## src/vcts_pkg.sv

```systemverilog
// Package for the visited-cell trail stack.
// Holds the sequencer state type, register map and the result record.
// No dependencies.
package vcts_pkg;

  // Width of the reported trail length
  localparam int unsigned LEN_W = 9;

  // Width of the fixed coordinate and goal fields on the ports
  localparam int unsigned FIELD_W = 8;

  // Register map: index is address bit 2
  localparam logic REG_GOAL_X = 1'b0;
  localparam logic REG_GOAL_Y = 1'b1;

  // Goal register reset values
  localparam logic [FIELD_W-1:0] GOAL_X_RESET = 8'd2;
  localparam logic [FIELD_W-1:0] GOAL_Y_RESET = 8'd2;

  typedef enum logic {
    ST_IDLE,
    ST_SCAN
  } state_t;

  typedef struct packed {
    logic             found;
    logic [LEN_W-1:0] length;
    logic             overflow;
    logic             at_goal;
  } result_t;

endpackage

```

## src/vcts_trail_mem.sv

```systemverilog
// Trail storage: one write port and one read port with registered read data.
// Uses no package items.
module vcts_trail_mem #(
  parameter int unsigned DEPTH = 256,
  parameter int unsigned WIDTH = 16,
  localparam int unsigned AW = (DEPTH > 1) ? $clog2(DEPTH) : 1
) (
  input  logic             clk,
  input  logic             we,
  input  logic [AW-1:0]    waddr,
  input  logic [WIDTH-1:0] wdata,
  input  logic [AW-1:0]    raddr,
  output logic [WIDTH-1:0] rdata
);

  logic [WIDTH-1:0] mem [DEPTH];
  logic [WIDTH-1:0] rdata_r;

  always_ff @(posedge clk) begin
    if (we) begin
      mem[waddr] <= wdata;
    end
  end

  always_ff @(posedge clk) begin
    rdata_r <= mem[raddr];
  end

  assign rdata = rdata_r;

endmodule

```

## src/vcts_cfg.sv

```systemverilog
// APB-style register block holding the goal cell coordinates.
// Depends on vcts_pkg for the register map and reset values.
module vcts_cfg (
  input  logic        clk,
  input  logic        rst_n,
  input  logic        psel,
  input  logic        penable,
  input  logic        pwrite,
  input  logic [2:0]  paddr,
  input  logic [31:0] pwdata,
  output logic [31:0] prdata,
  output logic [7:0]  goal_x,
  output logic [7:0]  goal_y
);

  logic [7:0] goal_x_r;
  logic [7:0] goal_x_nxt;
  logic [7:0] goal_y_r;
  logic [7:0] goal_y_nxt;
  logic       wr_en;

  assign wr_en = psel && penable && pwrite;

  always_comb begin
    goal_x_nxt = goal_x_r;
    goal_y_nxt = goal_y_r;
    if (wr_en) begin
      if (paddr[2] == vcts_pkg::REG_GOAL_X) begin
        goal_x_nxt = pwdata[7:0];
      end else begin
        goal_y_nxt = pwdata[7:0];
      end
    end
  end

  always_ff @(posedge clk) begin
    if (!rst_n) begin
      goal_x_r <= vcts_pkg::GOAL_X_RESET;
      goal_y_r <= vcts_pkg::GOAL_Y_RESET;
    end else begin
      goal_x_r <= goal_x_nxt;
      goal_y_r <= goal_y_nxt;
    end
  end

  // Return zero for unaligned reads
  always_comb begin
    prdata = 32'd0;
    if (paddr[1:0] == 2'b00) begin
      if (paddr[2] == vcts_pkg::REG_GOAL_X) begin
        prdata = {24'd0, goal_x_r};
      end else begin
        prdata = {24'd0, goal_y_r};
      end
    end
  end

  assign goal_x = goal_x_r;
  assign goal_y = goal_y_r;

endmodule

```

## src/vcts_seq.sv

```systemverilog
// Scan sequencer: walks the trail top down through one shared comparator,
// then truncates, pushes or flags overflow, and registers the result.
// Depends on vcts_pkg for the state type and result record.
module vcts_seq #(
  parameter int unsigned TRAIL_DEPTH = 256,
  parameter int unsigned COORD_BITS  = 8,
  localparam int unsigned AW = (TRAIL_DEPTH > 1) ? $clog2(TRAIL_DEPTH) : 1,
  localparam int unsigned TW = $clog2(TRAIL_DEPTH + 1),
  localparam int unsigned EW = 2 * COORD_BITS
) (
  input  logic                 clk,
  input  logic                 rst_n,
  input  logic                 start,
  input  logic [7:0]           cell_x,
  input  logic [7:0]           cell_y,
  input  logic [7:0]           goal_x,
  input  logic [7:0]           goal_y,
  output logic                 busy,
  output logic                 res_valid,
  output vcts_pkg::result_t    res,
  output logic [AW-1:0]        mem_raddr,
  input  logic [EW-1:0]        mem_rdata,
  output logic                 mem_we,
  output logic [AW-1:0]        mem_waddr,
  output logic [EW-1:0]        mem_wdata
);

  localparam logic [TW-1:0] DEPTH_V = TW'(TRAIL_DEPTH);

  vcts_pkg::state_t  state_r, state_nxt;
  logic [COORD_BITS-1:0] x_r, x_nxt;
  logic [COORD_BITS-1:0] y_r, y_nxt;
  logic [TW-1:0]     top_r, top_nxt;
  logic [TW-1:0]     left_r, left_nxt;
  logic [AW-1:0]     ptr_r, ptr_nxt;
  logic              pend_r, pend_nxt;
  logic [AW-1:0]     paddr_r, paddr_nxt;
  logic              vld_r, vld_nxt;
  vcts_pkg::result_t res_r, res_nxt;

  logic issue;
  logic hit;
  logic done;

  // Shared comparator: entry read last cycle against the requested cell
  assign hit   = pend_r && (mem_rdata == {x_r, y_r});
  assign issue = (left_r != '0);
  assign done  = hit || !issue;

  // Next state
  always_comb begin
    state_nxt = state_r;
    unique case (state_r)
      vcts_pkg::ST_IDLE: begin
        if (start) begin
          state_nxt = vcts_pkg::ST_SCAN;
        end
      end
      vcts_pkg::ST_SCAN: begin
        if (done) begin
          state_nxt = vcts_pkg::ST_IDLE;
        end
      end
      default: state_nxt = vcts_pkg::ST_IDLE;
    endcase
  end

  // Datapath and outputs
  always_comb begin
    x_nxt     = x_r;
    y_nxt     = y_r;
    top_nxt   = top_r;
    left_nxt  = left_r;
    ptr_nxt   = ptr_r;
    pend_nxt  = pend_r;
    paddr_nxt = paddr_r;
    vld_nxt   = 1'b0;
    res_nxt   = res_r;
    mem_raddr = ptr_r;
    mem_we    = 1'b0;
    mem_waddr = AW'(top_r);
    mem_wdata = {x_r, y_r};
    unique case (state_r)
      vcts_pkg::ST_IDLE: begin
        if (start) begin
          x_nxt    = COORD_BITS'(cell_x);
          y_nxt    = COORD_BITS'(cell_y);
          left_nxt = top_r;
          ptr_nxt  = AW'(top_r - TW'(1));
          pend_nxt = 1'b0;
        end
      end
      vcts_pkg::ST_SCAN: begin
        pend_nxt = issue && !hit;
        if (issue) begin
          ptr_nxt   = ptr_r - AW'(1);
          left_nxt  = left_r - TW'(1);
          paddr_nxt = ptr_r;
        end
        res_nxt.found    = 1'b0;
        res_nxt.overflow = 1'b0;
        if (hit) begin
          // Cut the trail back so the matched entry is the top
          top_nxt       = TW'(paddr_r) + TW'(1);
          res_nxt.found = 1'b1;
        end else if (!issue) begin
          if (top_r < DEPTH_V) begin
            mem_we  = 1'b1;
            top_nxt = top_r + TW'(1);
          end else begin
            res_nxt.overflow = 1'b1;
          end
        end
        if (done) begin
          vld_nxt         = 1'b1;
          res_nxt.length  = vcts_pkg::LEN_W'(top_nxt);
          res_nxt.at_goal = (x_r == COORD_BITS'(goal_x)) && (y_r == COORD_BITS'(goal_y));
        end
      end
      default: ;
    endcase
  end

  always_ff @(posedge clk) begin
    if (!rst_n) begin
      state_r <= vcts_pkg::ST_IDLE;
      top_r   <= '0;
      left_r  <= '0;
      pend_r  <= 1'b0;
      vld_r   <= 1'b0;
    end else begin
      state_r <= state_nxt;
      top_r   <= top_nxt;
      left_r  <= left_nxt;
      pend_r  <= pend_nxt;
      vld_r   <= vld_nxt;
    end
  end

  always_ff @(posedge clk) begin
    x_r     <= x_nxt;
    y_r     <= y_nxt;
    ptr_r   <= ptr_nxt;
    paddr_r <= paddr_nxt;
    res_r   <= res_nxt;
  end

  assign busy      = (state_r != vcts_pkg::ST_IDLE);
  assign res_valid = vld_r;
  assign res       = res_r;

`ifndef NO_ASSERTIONS
  a_top_bounded: assert property (@(posedge clk) disable iff (!rst_n)
    top_r <= DEPTH_V)
    else $error("trail pointer beyond depth");

  a_result_idle: assert property (@(posedge clk) disable iff (!rst_n)
    vld_r |-> (state_r == vcts_pkg::ST_IDLE))
    else $error("result strobe while scanning");

  a_found_xor_ovf: assert property (@(posedge clk) disable iff (!rst_n)
    vld_r |-> !(res_r.found && res_r.overflow))
    else $error("match and overflow reported together");

  a_ovf_full: assert property (@(posedge clk) disable iff (!rst_n)
    (vld_r && res_r.overflow) |-> (top_r == DEPTH_V))
    else $error("overflow with room on the trail");

  a_start_scans: assert property (@(posedge clk) disable iff (!rst_n)
    (state_r == vcts_pkg::ST_IDLE && start) |=> (state_r == vcts_pkg::ST_SCAN))
    else $error("accepted request did not start a scan");
`endif

endmodule

```

## src/visited_cell_trail_stack_core.sv

```systemverilog
// Top level of the visited-cell trail stack (loop-erased path stack).
// Depends on vcts_pkg, vcts_cfg, vcts_trail_mem and vcts_seq.
//
// Each request carries the cell the robot just reached. The core searches the
// live trail from the top down, one entry per clock through a single
// comparator fed by the trail memory's registered read port. On a match the
// trail is cut back so the matched cell becomes the top; otherwise the cell is
// pushed, or dropped and flagged as overflow when the trail is full. busy goes
// high the cycle after start is taken and stays high while the trail is
// scanned: the whole trail when the cell is not found, down to the matched
// entry on a match. The result strobe out_valid is registered from the last
// scan step, so busy is already low when it rises and a new request can be
// taken. The linear memory scan covers at most TRAIL_DEPTH entries per
// request. out_valid lasts exactly one cycle and cannot be held off, so the
// receiver must capture the result fields on that cycle. The goal registers
// sit at byte addresses 0 (goal_x) and 4 (goal_y), reset to 2, and should be
// written only while no request is in flight. The trail memory is not cleared
// at reset; only entries below the trail pointer are ever read.
module visited_cell_trail_stack_core #(
  parameter int unsigned TRAIL_DEPTH = 256,
  parameter int unsigned COORD_BITS  = 8
) (
  input  logic        clk,
  input  logic        rst_n,
  // request channel
  input  logic        start,
  output logic        busy,
  input  logic [7:0]  in_cell_x,
  input  logic [7:0]  in_cell_y,
  // result channel
  output logic        out_valid,
  output logic        out_found_on_trail,
  output logic [8:0]  out_trail_length,
  output logic        out_overflow,
  output logic        out_at_goal,
  // configuration port
  input  logic        psel,
  input  logic        penable,
  input  logic        pwrite,
  input  logic [2:0]  paddr,
  input  logic [31:0] pwdata,
  output logic [31:0] prdata,
  output logic        pready
);

  localparam int unsigned AW = (TRAIL_DEPTH > 1) ? $clog2(TRAIL_DEPTH) : 1;
  localparam int unsigned EW = 2 * COORD_BITS;

  logic [7:0]        goal_x;
  logic [7:0]        goal_y;
  logic [AW-1:0]     mem_raddr;
  logic [EW-1:0]     mem_rdata;
  logic              mem_we;
  logic [AW-1:0]     mem_waddr;
  logic [EW-1:0]     mem_wdata;
  vcts_pkg::result_t res;

  // Registers are always ready: no wait states
  assign pready = 1'b1;

  vcts_cfg u_cfg (
    .clk     (clk),
    .rst_n   (rst_n),
    .psel    (psel),
    .penable (penable),
    .pwrite  (pwrite),
    .paddr   (paddr),
    .pwdata  (pwdata),
    .prdata  (prdata),
    .goal_x  (goal_x),
    .goal_y  (goal_y)
  );

  // Trail storage: one packed {x, y} entry per slot
  vcts_trail_mem #(
    .DEPTH (TRAIL_DEPTH),
    .WIDTH (EW)
  ) u_mem (
    .clk   (clk),
    .we    (mem_we),
    .waddr (mem_waddr),
    .wdata (mem_wdata),
    .raddr (mem_raddr),
    .rdata (mem_rdata)
  );

  // Sequencer: scan, truncate, push or flag overflow, and register the result
  vcts_seq #(
    .TRAIL_DEPTH (TRAIL_DEPTH),
    .COORD_BITS  (COORD_BITS)
  ) u_seq (
    .clk       (clk),
    .rst_n     (rst_n),
    .start     (start),
    .cell_x    (in_cell_x),
    .cell_y    (in_cell_y),
    .goal_x    (goal_x),
    .goal_y    (goal_y),
    .busy      (busy),
    .res_valid (out_valid),
    .res       (res),
    .mem_raddr (mem_raddr),
    .mem_rdata (mem_rdata),
    .mem_we    (mem_we),
    .mem_waddr (mem_waddr),
    .mem_wdata (mem_wdata)
  );

  // Unpack the registered result onto the ports
  assign out_found_on_trail = res.found;
  assign out_trail_length   = res.length;
  assign out_overflow       = res.overflow;
  assign out_at_goal        = res.at_goal;

endmodule
```

## config.mk

```make
export PLATFORM = sky130hd
export DESIGN_NAME = visited_cell_trail_stack_core
export DESIGN_NICKNAME = d
export VERILOG_FILES = /design/src/vcts_pkg.sv /design/src/vcts_trail_mem.sv /design/src/vcts_cfg.sv /design/src/vcts_seq.sv /design/src/visited_cell_trail_stack_core.sv
export SDC_FILE = /design/constraint.sdc
export NUM_CORES = 2
export LEC_CHECK = 0
export ABC_CLOCK_PERIOD_IN_PS = 7400
export BUFFER_PORTS_ARGS = -buffer_cell sky130_fd_sc_hd__buf_2
export CAP_MARGIN = 20
export CORE_MARGIN = 5
export CORE_UTILIZATION = 55
export CTS_CLUSTER_SIZE = 20
export DETAILED_ROUTE_END_ITERATION = 10
export PLACE_DENSITY = 0.68
export SETUP_SLACK_MARGIN = 0.05
export SLEW_MARGIN = 20
export SYNTH_ARGS = -nofsm -noshare
export SYNTH_HDL_FRONTEND = slang
export SYNTH_SLANG_ARGS = --single-unit
```

## constraint.sdc

```tcl
create_clock -name clk -period 7.4 [get_ports clk]
set_input_delay 0.74 -clock clk [delete_from_list [all_inputs] [get_ports clk]]
set_output_delay 0.74 -clock clk [all_outputs]
set_load 0.01 [all_outputs]
```

Yosys cells after proc, flatten, opt, wreduce, memory -nomap -nowiden --
Memory sizes are Yosys's and may differ from the RTL's. A register that Yosys moved wholly into a read port is not among the register bits. Index checks and enable logic that the tools add are counted.
Operators by class: $add $sub $neg 5, magnitude comparators 1, eq/ne operators 5, mux-type cells 25, bitwise logic cells 2, reduce and logical (&&, ||, !) cells 18
Operators with widths (number):
- 9-bit two-way mux | 5
- 32-bit two-way mux | 1
- 8-bit two-way mux | 3
- 9-bit one-hot mux with 2 select lines | 1
- 16-bit == test | 1
- 8-bit == test | 2
- 8-bit one-hot mux with 2 select lines | 1
- 8-bit by 1-bit subtractor with 8-bit output, second input constant | 2
- 2-bit AND reduction | 7
- 1-bit two-way mux | 12
- 8-bit by 1-bit adder with 9-bit output, second input constant | 1
- 9-bit by 1-bit adder with 9-bit output, second input constant | 1
- 9-bit < comparator, second input constant | 1
- 9-bit nonzero test | 1
- 9-bit by 1-bit subtractor with 9-bit output, second input constant | 1
- 1-bit logical AND | 5
- 2-bit inequality test, second input constant | 2
- 1-bit one-hot mux with 2 select lines | 2
- 1-bit zero test | 2
- 2-bit zero test | 1
- 1-bit NOT | 2
- 2-bit OR reduction | 1
- 1-bit logical OR | 1
Storage, ports and cells: flip-flop bits (word level) 81, RAM bits 4096, input port bits 57, word-level logic and storage cells 72, memories kept 1
Memory list:
- u_mem.mem | depth 256, width 16, rd ports 1, clocked after memory_dff 1, write ports 1, line vcts_trail_mem.sv:16 | logic [WIDTH-1:0] mem [DEPTH];

Longest topological paths before layout --
word-level depth 7, gate-level depth with buffers 14, gate-level depth less buffers 9

Hierarchy --
Synthesis repeated with hierarchy kept, for this count alone.
Second synthesis, totals: cell total of the unflattened synthesis 7821, area total of the unflattened synthesis 163369.2 um^2
Modules (own cells, without submodules):
- vcts_trail_mem | instances 1, cells an instance 7360, area an instance 158714.7 um^2, seq. area each 123318.3 um^2
- vcts_seq | instances 1, cells an instance 352, area an instance 3681.0 um^2, seq. area each 1741.7 um^2
- vcts_cfg | instances 1, cells an instance 107, area an instance 962.2 um^2, seq. area each 320.3 um^2
- visited_cell_trail_stack_core | instances 1, cells an instance 2, area an instance 11.3 um^2, seq. area each 0.0 um^2

Worst setup path before layout --
OpenSTA, ideal clock, no wires.
kind register to register, start reg u_seq.x_r[7], end mem u_mem.mem[146][0] (enable), library setup time 0.388 ns, arrival time 5.457 ns, data required time 7.012 ns, path slack 1.554 ns, cell stages (with the launch flop) 9, cell sequence edfxtp_1 -> xnor2_1 -> nand4_1 -> nor4_2 -> nand2b_1 -> nor3b_2 -> nand2_1 -> clkbuf_1 -> nor2_1
Between the ends: longest elaborated chain between the ends 6
Ends and longest elaborated chain:
- start, declared | line vcts_seq.sv:31 | logic [COORD_BITS-1:0] x_r, x_nxt;
- start signal, assigned | line vcts_seq.sv:141 | x_r <= x_nxt;
- 16-bit == test | line vcts_seq.sv:46 | assign hit = pend_r && (mem_rdata == {x_r, y_r});
- 1-bit logical AND | line vcts_seq.sv:46
- 1-bit two-way mux | line vcts_seq.sv:102 | if (hit) begin
- 1-bit two-way mux | line vcts_seq.sv:83 | unique case (state_r)
- 1-bit two-way mux | line vcts_trail_mem.sv:20 | if (we) begin
- 1-bit two-way mux (implied by the code) | line vcts_trail_mem.sv:21 | mem[waddr] <= wdata;
- end, declared | line vcts_trail_mem.sv:16
Every way passes these cells.

Worst setup path in the final report --
start reg u_seq.y_r[4], end mem u_mem.mem[86][14] (enable)
Between the ends: longest elaborated chain between the ends 6
Ends and longest elaborated chain:
- start, declared | line vcts_seq.sv:32 | logic [COORD_BITS-1:0] y_r, y_nxt;
- start signal, assigned | line vcts_seq.sv:142 | y_r <= y_nxt;
- 16-bit == test | line vcts_seq.sv:46
- 1-bit logical AND | line vcts_seq.sv:46
- 1-bit two-way mux | line vcts_seq.sv:102
- 1-bit two-way mux | line vcts_seq.sv:83
- 1-bit two-way mux | line vcts_trail_mem.sv:20
- 1-bit two-way mux (implied by the code) | line vcts_trail_mem.sv:21
Every way passes these cells.

==> insert_results.sql <==
INSERT INTO impl_metrics (metric_group, metric, value, unit) VALUES
('timing', 'finalSetupViolCount', '0', ''),
('job', 'drv.max_cap_violation_count', '0', ''),
('timing', 'max_freq', '195', 'MHz'),
('synth', 'ys_types', '70', ''),
('synth', 'yosys_warnings', '0', ''),
('timing', 'drv_slew', '0', ''),
('power', 'clock_power_share', '0.369', ''),
('critical_path', 'critical_path_peak_fanout', '56', ''),
('synth', 'synth-compound-area-share', '0.0281', ''),
('synth', 'syn_area_per_cell', '20.9', 'µm²'),
('floorplanning', 'ioPinCount', '104', ''),
('power', 'ir_worst_vdd', '212', 'µV'),
('synth', 'postSynth.asyncResetShare', '0', ''),
('synth', 'share_of_synthesized_area_occupied_by_flip_flops_and_latches', '0.768', ''),
('routing', 'detailedRoute.firstIterationViolations', '11600', ''),
('cts', 'cts_num_sinks', '4193', ''),
('synth', 'synth.mux.area_fraction', '0.154', ''),
('layout', 'num-fill-cells', '20200', ''),
('timing', 'worst_slew_margin_rel', '0.192', ''),
('cts', 'cts_tree', 'yes', ''),
('floorplanning', 'dieWidth', '555', 'µm'),
('cts', 'post-cts-setup-buffers', '0', ''),
('power', 'p_sw', '14100', 'µW'),
('synth', 'synth.ff_latch_count', '4193', ''),
('status', 'status', 'complete, no violations', ''),
('timing', 'hold_violations', '0', ''),
('cts', 'cts_buffers', '412', ''),
('synth', 'synth_ff_type', 'edfxtp_1', ''),
('routing', 'drtAntennaViolNets', '0', ''),
('global_route', 'antenna_found_initial', '20', ''),
('synth', 'synth_most_common_cell', 'edfxtp_1', ''),
('critical_path', 'launching_instance_or_port_of_the_critical_path', 'u_seq.y_r[4]$_DFFE_PP_', ''),
('cts', 'clk_pin_slew', '0.06', 'ns'),
('critical_path', 'crit_arrival', '5.67', 'ns'),
('routing', 'post-route-drc-count', '0', ''),
('synth', 'yosys.area_share.simple', '0.0265', ''),
('power', 'cellInternalPower', '40700', 'µW'),
('floorplanning', 'core_region_area', '296000', 'µm²'),
('power', 'p_sw_frac', '0.257', ''),
('synth', 'synthDominantCellAreaShare', '0.761', ''),
('timing', 'hold-worst-slack', '0.0884', 'ns'),
('hold_path', 'min-delay-path-class', 'in -> reg', ''),
('timing', 'timing.setup.tns', '0', 'ns'),
('global_route', 'combined_global_route_utilization_of_all_metal_layers', '0.263', ''),
('routing', 'route.vias.total', '82100', ''),
('timing', 'worst-slew-pin-transition', '1.20', 'ns'),
('floorplanning', 'initial_utilization', '0.551', ''),
('power', 'cellPowerDensity', '300', 'nW/µm²'),
('routing', 'avgRoutedWirePerCell', '32.6', 'µm'),
('power', 'share_seq_of_total_power', '0.483', ''),
('power', 'p_total', '54800', 'µW'),
('routing', 'drt_pass1_iterations', '8', ''),
('critical_path', 'r2r_start', 'u_seq.y_r[4]$_DFFE_PP_', ''),
('synth', 'synthTopCellsByCount', 'edfxtp_1 (4140), mux4_2 (859), mux2i_1 (533)', ''),
('synth', 'synth_enable_flop_cells', '4140', ''),
('timing', 'layout_worst_path_cycle_share', '0.694', ''),
('global_route', 'grt_max_degree', '226', ''),
('power', 'comb_power_share', '0.148', ''),
('cts', 'ctsHoldBuffers', '21', ''),
('routing', 'vias_per_cell', '6.54', ''),
('critical_path', 'setup.worst_path.class', 'reg -> reg', ''),
('place', 'detailed_place_hpwl', '236000', 'µm'),
('timing', 'grt_setup_unrepaired', 'false', ''),
('global_route', 'grt-ovfl-total', '0', ''),
('synth', 'yosys.area_share.xor_xnor', '0.00300', ''),
('place', 'port_buf_inserts', '54', ''),
('power', 'leak_pwr', '0.0594', 'µW'),
('floorplanning', 'chipHeight', '555', 'µm'),
('synth', 'arithmetic_cell_share_of_the_synthesized_area_counting_full_adders_half_adders_and_majority_gates', '0.000536', ''),
('floorplanning', 'fp.dieArea', '308000', 'µm²'),
('cts', 'post_cts_resized', '0', '');
## power groups by stage
stage	combinational (µW)	clock (µW)	sequential (µW)
after floorplan	4940	0	27200
after global routing	8460	21600	26400
after CTS	8040	20500	26400
after detailed placement	8010	0	26900
final	8100	20200	26400
after global placement	7920	0	26900
## area by class of cell
type,count,area [µm²],area share
clock buffers,528,10900,0.0595
clock inverters,218,2120,0.0116
flip-flops and latches,4193,125000,0.687
well taps,3939,4930,0.0270
inverters,11,53.8,0.000295
repair buffers,492,4190,0.0230
diodes,20,50.0,0.000274
multi-input cells,3161,35000,0.192
## worst paths after layout
check	end	slack [ns]	cells after the start
max reg2reg	u_mem.mem[86][14]$_DFFE_PP_	2.26	10
min reg2reg	u_cfg.goal_y[3]$_SDFFE_PN0P_	0.49	2
min	u_cfg.goal_x[0]$_SDFFE_PN0P_	0.09	3
max	u_mem.mem[86][14]$_DFFE_PP_	2.26	10
## placed cells by master (no fill, tap or decap), types with 21 or more instances in the layout
| cell type | netlist | final |
|---|---|---|
| edfxtp_1 | 4140 | 4140 |
| bufinv_16 | 0 | 31 |
| xor2_1 | 22 | 22 |
| buf_4 | 63 | 368 |
| a211oi_1 | 23 | 23 |
| nor3_1 | 150 | 150 |
| nor2_2 | 2 | 21 |
| mux4_2 | 859 | 859 |
| mux2i_1 | 533 | 533 |
| clkbuf_1 | 168 | 108 |
| xnor2_1 | 34 | 34 |
| clkinv_1 | 2 | 95 |
| o21ai_0 | 92 | 88 |
| dfxtp_1 | 53 | 53 |
| nand2_1 | 246 | 228 |
| a22oi_1 | 29 | 29 |
| nand3_1 | 39 | 39 |
| o22ai_1 | 179 | 179 |
| clkinv_2 | 0 | 65 |
| buf_2 | 94 | 55 |
| nor2_1 | 402 | 368 |
| buf_12 | 23 | 41 |
| o221ai_1 | 130 | 130 |
| dlygate4sd3_1 | 0 | 21 |
| conb_1 | 2 | 25 |
| nor4_1 | 30 | 29 |
| a21oi_1 | 156 | 156 |
| clkbuf_16 | 0 | 416 |
## cell families (layout without fill, tap and decap cells)
kind of cell,count (synthesis),in the layout
flip-flops,4193,4193
buffers and inverters,487,1249
XOR/XNOR,56,56
other,2,45
adder cells (fa/ha/maj),7,7
multiplexers,1412,1412
AND/OR/NAND/NOR,967,967
AO/OA/AOI/OAI,694,694
## per-layer routing
| metal | share of wire | up-vias | track usage |
|---|---|---|---|
| li1 | - | 33500 | - |
| met1 | 0.39 | 43300 | 0.382 |
| met2 | 0.47 | 4625 | 0.398 |
| met3 | 0.11 | 741 | 0.0620 |
| met4 | 0.036 | 2 | 0.0930 |
| met5 | 0.000032 | - | 0 |
## sequential cells by signal (all words and copies together), names as in the netlist
signal / cells
u_mem.mem: 4096
u_mem.rdata: 16
u_seq.res: 12
u_seq.left_r: 9
u_seq.top_r: 9
u_cfg.goal_x: 8
u_cfg.goal_y: 8
u_seq.mem_raddr: 8
u_seq.paddr_r: 8
u_seq.x_r: 8
u_seq.y_r: 8
u_seq.busy: 1
u_seq.pend_r: 1
u_seq.res_valid: 1
## stage by stage
step                      cells   util  area (µm²)  worst slack [ns]
after global routing      12500  0.616      183000              2.11
final                     12600  0.616      183000              2.26
after detailed placement  11800  0.571      169000              2.42
after CTS                 12500  0.616      182000              2.39
after global placement    11800  0.571      169000              2.51
after floorplan            7841      -      163000              1.55
## worst max-delay path: stages, from the launching register on
cell and delay (ns):
edfxtp_1 0.33, buf_4 0.63, xor2_1 0.20, nor4_1 0.07
nand2_1 0.14, nor4_4 0.06, buf_4 0.23, nand2b_1 0.26
nor3b_2 0.74, nand2_1 0.80, nor2_2 1.17
No activity file was read; power rests on OpenSTA's default activity.
